===== config.mk =====
export PLATFORM = sky130hd
export DESIGN_NAME = rcc_out_queue
export DESIGN_NICKNAME = d
export VERILOG_FILES = /design/src/design/rcc_pkg.sv /design/src/design/rcc_out_queue.sv
export SDC_FILE = /design/constraint.sdc
export NUM_CORES = 1
export LEC_CHECK = 0
export BUFFER_PORTS_ARGS = -buffer_cell sky130_fd_sc_hd__buf_2
export CAP_MARGIN = 20
export CORE_ASPECT_RATIO = 1.25
export CORE_MARGIN = 2
export CORE_UTILIZATION = 35
export DETAILED_ROUTE_END_ITERATION = 8
export MAX_ROUTING_LAYER = met4
export SLEW_MARGIN = 20
export SYNTH_ARGS = -nofsm -noshare
export SYNTH_HDL_FRONTEND = slang
export SYNTH_SLANG_ARGS = --single-unit
export TNS_END_PERCENT = 1

===== constraint.sdc =====
create_clock -name clock -period 7.8 [get_ports clock]
set_input_delay 0.39 -clock clock [delete_from_list [all_inputs] [get_ports clock]]
set_output_delay 0.39 -clock clock [all_outputs]
set_load 0.1 [all_outputs]

===== src/design/rcc_pkg.sv =====
// rcc_pkg: shared types, constants and the output clamp for rgb_convolution_clamp
// no dependencies; every design file refers to it by scoped names
package rcc_pkg;

   localparam int DEF_MAX_WIDTH  = 1024;
   localparam int DEF_MAX_HEIGHT = 1024;
   localparam int DEF_KSIZE      = 3;

   localparam int CHAN_W    = 8;
   localparam int PIX_W     = 3 * CHAN_W;
   localparam int CHANNELS  = 3;
   localparam int COEF_W    = 16;
   localparam int FRAC_BITS = 11;
   localparam int KDIM      = 3;
   localparam int TAPS      = KDIM * KDIM;
   localparam int PROD_W    = CHAN_W + 1 + COEF_W;
   localparam int SUM_W     = PROD_W + 4;

   localparam int CFG_W       = 48;
   localparam int SIZE_W      = 11;
   localparam int CSR_INDEX_W = 3;
   localparam int QUEUE_DEPTH = 8;

   localparam logic [CHAN_W-1:0] PIX_MAX = 8'd255;

   localparam logic [SIZE_W-1:0] WIDTH_RESET  = 11'd1024;
   localparam logic [SIZE_W-1:0] HEIGHT_RESET = 11'd1024;
   localparam logic [CFG_W-1:0]  KROW_TOP_RESET    = 48'd0;
   localparam logic [CFG_W-1:0]  KROW_MIDDLE_RESET = 48'd134217728;
   localparam logic [CFG_W-1:0]  KROW_BOTTOM_RESET = 48'd0;

   localparam logic [CSR_INDEX_W-1:0] CSR_FRAME_WIDTH   = 3'd0;
   localparam logic [CSR_INDEX_W-1:0] CSR_FRAME_HEIGHT  = 3'd1;
   localparam logic [CSR_INDEX_W-1:0] CSR_KROW_TOP      = 3'd2;
   localparam logic [CSR_INDEX_W-1:0] CSR_KROW_MIDDLE   = 3'd3;
   localparam logic [CSR_INDEX_W-1:0] CSR_KROW_BOTTOM   = 3'd4;

   localparam logic OP_PUSH  = 1'b0;
   localparam logic OP_DRAIN = 1'b1;

   typedef struct packed {
      logic [CHAN_W-1:0] red;
      logic [CHAN_W-1:0] green;
      logic [CHAN_W-1:0] blue;
   } pixel_type;

   typedef struct packed {
      logic emit;
      logic last;
      logic top_ok;
      logic bottom_ok;
      logic left_ok;
      logic right_ok;
   } tap_ctl_type;

   typedef struct packed {
      pixel_type pixel;
      logic      last;
   } result_type;

   typedef logic signed [PROD_W-1:0] prod_type;
   typedef logic [CFG_W-1:0] krow_type;

   function automatic logic [CHAN_W-1:0] clamp_channel(input logic signed [SUM_W-1:0] sum);
      logic [SUM_W-1:0]  mag;
      logic [CHAN_W-1:0] res;
      mag = sum;
      if (sum < 0) begin
         res = '0;
      end else if (|mag[SUM_W-2:FRAC_BITS+CHAN_W]) begin
         res = PIX_MAX;
      end else begin
         res = mag[FRAC_BITS+CHAN_W-1:FRAC_BITS];
      end
      return res;
   endfunction

endpackage


===== src/design/rcc_out_queue.sv =====
// rcc_out_queue: small result queue between the compute pipeline and the response port
// depends on rcc_pkg for the result type
module rcc_out_queue #(
   parameter int DEPTH = rcc_pkg::QUEUE_DEPTH,
   localparam int PW = (DEPTH > 1) ? $clog2(DEPTH) : 1,
   localparam int CW = $clog2(DEPTH + 1)
) (
   input  logic                clock,
   input  logic                reset,
   input  logic                push,
   input  rcc_pkg::result_type push_data,
   input  logic                pop,
   output rcc_pkg::result_type head,
   output logic                not_empty,
   output logic [CW-1:0]       count
);

   rcc_pkg::result_type mem_ff [DEPTH];
   logic [PW-1:0]       wr_ptr_ff;
   logic [PW-1:0]       rd_ptr_ff;
   logic [CW-1:0]       count_ff;

   always_ff @(posedge clock) begin
      if (reset) begin
         wr_ptr_ff <= '0;
         rd_ptr_ff <= '0;
         count_ff  <= '0;
      end else begin
         if (push) begin
            wr_ptr_ff <= (wr_ptr_ff == PW'(DEPTH - 1)) ? '0 : wr_ptr_ff + PW'(1);
         end
         if (pop) begin
            rd_ptr_ff <= (rd_ptr_ff == PW'(DEPTH - 1)) ? '0 : rd_ptr_ff + PW'(1);
         end
         count_ff <= count_ff + CW'(push) - CW'(pop);
      end
   end

   always_ff @(posedge clock) begin
      if (push) begin
         mem_ff[wr_ptr_ff] <= push_data;
      end
   end

   assign head      = mem_ff[rd_ptr_ff];
   assign not_empty = (count_ff != '0);
   assign count     = count_ff;

endmodule


; After elaboration in Yosys (flattened, before gate mapping)
; Memory sizes are Yosys's and may differ from the RTL's. A register that Yosys moved wholly into a read port is not among the register bits.
; Index checks and enable logic that the tools add are counted.
[op_classes]
addsub = 4
mul = 0
div = 0
magnitude_cmp = 0
eq_ne = 2
shift = 0
muxes = 6
bitwise = 0
n_reduce_logical = 1
[op_table]
columns = cell, count
row1 = 2-to-1 mux 3 bit, 4
row2 = adder 3 x 1 -> 3 bit (second input constant), 2
row3 = == test 3 bit (second input constant), 2
row4 = adder 4 x 1 -> 4 bit, 1
row5 = nonzero test 4 bit, 1
row6 = subtractor 4 x 1 -> 4 bit, 1
row7 = 2-to-1 mux 1 bit, 2
[totals]
ff_bits = 10
latch_bits = 0
ram_bits = 200
romBits = 0
input_bits = 29
out_inout_bits = 30
elab_cells = 17
n_memories = 1
[memory_table]
columns = memory, words, word_bits, rd, rd_ports_with_merged_regs, wr, line_no
row1 = mem_ff, 8, 25, 1, 1, 1, rcc_out_queue.sv:18  ; rcc_pkg::result_type mem_ff [DEPTH];

; Longest topological paths before layout
[logic_depth]
word_depth = 4
mapped_depth = 7

; Least setup slack after synthesis
; Ideal clock, no wire load.
[synth_path]
path_kind = flip-flop to flip-flop
start = register wr_ptr_ff[0]
end = memory mem_ff[0][0] (netlist name) (enable)
setup_time_ps = 438
t_arrival_ps = 2249
path_slack_ps = 5113
stages_incl_launch_ff = 3
n_path_buf = 0
synth_period_minus_slack_ps = 2687
cell_sequence = dfxtp_1 nand2b_1 nor3_1
[synth_rtl]
columns = element, line_no
row1 = "start, declared", rcc_out_queue.sv:19  ; logic [PW-1:0] wr_ptr_ff;
row2 = "start signal, assigned", rcc_out_queue.sv:30  ; wr_ptr_ff <= (wr_ptr_ff == PW'(DEPTH - 1)) ? '0 : wr_ptr_ff + PW'(1);
row3 = "end, declared", rcc_out_queue.sv:18
; No word-level cell before the write port.

==> reports/results.txt <==
First-pass GRT wire length - 23200 um
Rel. slew slack - 34.1%
Worst endpoint required time - 7410 ps
Vias - 3694
Seq/Total Area, Yosys - 75.1%
CP Class - reg2out
WP data arrival - 2710 ps
Starting density of the core - 35.4%
Cells after Synth - 361
Unrepaired setup endpoints after global routing - no
Ports - 59
Worst-Skew Late Latency - 480 ps
Register area - 6270 um^2
Worst-path maximum fanout - 50
WL per Instance - 20.5 um
R2R Path Start - wr_ptr_ff[1]$_SDFFE_PP0P_
Root buffer cell - clkbuf_16
TritonCTS clock tree - built
Fillers - 2024
Mean Syn Cell Area - 23.1 um^2
Core Region - 23600 um^2
Max VDD drop - 0.352 mV
Warnings, synthesis - 0
Pre-antenna DRT Iters - 6
MaxCap Viol Count - 0
Largest net degree at the start of global routing - 51
End of the critical path - head[4]
Most common cell after layout, fill and taps aside - edfxtp_1
Max clock buf depth - 3
GRT Util Overall - 12.7%
Flops & latches, synth - 213
PortBufs - 58
Area of the multi-input gates - 1990 um^2
FP Rows - 63
Most frequent cells in the layout - edfxtp_1 (200), buf_2 (58), mux4_1 (50)
GRT overflow - 0
Post-route ant nets - 0
Post-synth net total - 400
Status - completed
Antenna violations before repair - 1
Die Ht - 177 um
Lkg Pwr - 0.00319 uW
Min cycle time layout - 3100 ps
Drt first-iter violations - 240
Total CTS buffers - 21
Post-Route WL - 15200 um
Fraction of the cycle the final worst path needs - 39.7%
Syn Std Cell Area - 8340 um^2
Placer Congestion - 0.693
Die area - 25100 um^2
Yosys cell types - 23
Setup violators final - 0
Total power draw - 2530 uW
FF-to-FF setup slack - 5960 ps
Slew @ Worst Pin - 987 ps
Number of remaining DRC errors - 0
Num Clock Sinks - 213
Sum Neg Setup Slack - 0 ps
H-tree depth - 1
Area Overhead vs Synth - 14.9%
HP Class - in2reg
Pwr Density - 264 nW/um^2
Achievable frequency - 323 MHz
Max Slew Vio Count - 0
Avg Vias per Cell - 5.00
Post-detail-place hpwl - 8320 um
Share of cells above drive strength 1 - 28.5%
Post-CTS sizing - 0
Clk slew on worst S/H paths - 60 ps
Final hold viol count - 0
# nets final - 473
Hold buffers post-CTS - 0
Worst Skew - 4.27 ps
Vias in the first global route - 4040
Setup Buffers After CTS - 0
Critical R2R Capture - mem_ff[2][16]$_DFFE_PP_
CP startpoint kind - register
Die X - 142 um
CP endpoint kind - output port
Reg2Reg Depth - 2
## logic make-up after synthesis
logic type | Yosys count | synth area share (%)
compound gates | 7 | 0.465
fa+ha+maj | 10 | 1.59
simple gates | 30 | 1.81
mux | 77 | 19.4
flops | 213 | 75.1
buf+inv | 23 | 1.57
xor+xnor | 1 | 0.105
## worst max-delay path, stage by stage, from the launching register on
cell and delay, ps:
dfxtp_2 310, buf_4 660, mux4_1 650, mux2_2 300, buf_2 300
## flip-flops by register name, indices dropped and copies added (netlist names), named ones only
signal     cells
mem_ff       200
wr_ptr_ff      3
rd_ptr_ff      3
count          4
## cell type report
cell class	count	share of cell area [%]
multi-input cells	125	20.7
flip-flops and latches	213	65.4
diodes	1	0.0261
clock inverters	10	0.470
inverters	7	0.274
well taps	292	3.81
clock buffers	25	5.64
repair buffers	66	3.65
## cells in the mapped netlist
cell        n  area share (%)
edfxtp_1  200              72
mux4_1     50              16
mux2_2     25             3.4
dfxtp_1    13             3.1
nor2_1     11            0.49
ha_1        9             1.3
buf_1       7            0.31
inv_1       7            0.31
buf_6       6            0.81
nand2b_1    6            0.45
a21oi_1     5            0.30
clkbuf_1    3            0.13
nand2_1     3            0.13
nor2b_1     3            0.22
mux2i_1     2            0.24
nand3_1     2            0.12
nand3b_1    2            0.18
nor3_1      2            0.12
a31o_2      1            0.10
fa_1        1            0.24
nor3b_1     1           0.090
o21ai_0     1           0.060
xnor2_1     1            0.10
## power breakdown
group	switching (uW)	leakage (uW)	internal, uW
logic	279	0.000976	88.9
clock network	381	0.000285	490
registers	8.94	0.00192	1280
total	669	0.00319	1860
## worst min path at each step
stage                                         start                     end  slack [ps]  cells past startpoint
final                                  push_data[2]  mem_ff[5][2]$_DFFE_PP_         170                      1
after global routing                   push_data[6]  mem_ff[1][6]$_DFFE_PP_         180                      1
after CTS                              push_data[2]  mem_ff[5][2]$_DFFE_PP_         160                      1
after detailed placement  rd_ptr_ff[1]$_SDFFE_PP0P_                register         490                      2
after global placement    rd_ptr_ff[1]$_SDFFE_PP0P_                register         470                      2
after floorplan           rd_ptr_ff[1]$_SDFFE_PP0P_                register         460                      2
## metrics by stage
stage / utilization (%) / std cells / setup slack [ps] / area [um^2] / hold slack [ps]
after floorplan: - / 361 / 5110 / 8340 / 457
after global placement: 38.2 / 703 / 5160 / 9000 / 470
after detailed placement: 38.2 / 703 / 5160 / 9000 / 486
after CTS: 40.7 / 738 / 4650 / 9580 / 158
after global routing: 40.7 / 739 / 4590 / 9590 / 178
final: 40.7 / 739 / 4700 / 9590 / 174
## layer usage
layer / up-vias / share of wire, % / track usage, %
met4: 0 / 1.6 / 2.96
met2: 82 / 51 / 21.8
li1: 1681 / - / -
met1: 1906 / 42 / 15.6
met5: - / 0 / -
met3: 25 / 4.8 / 2.46
Power figures use the tool's default switching activity.
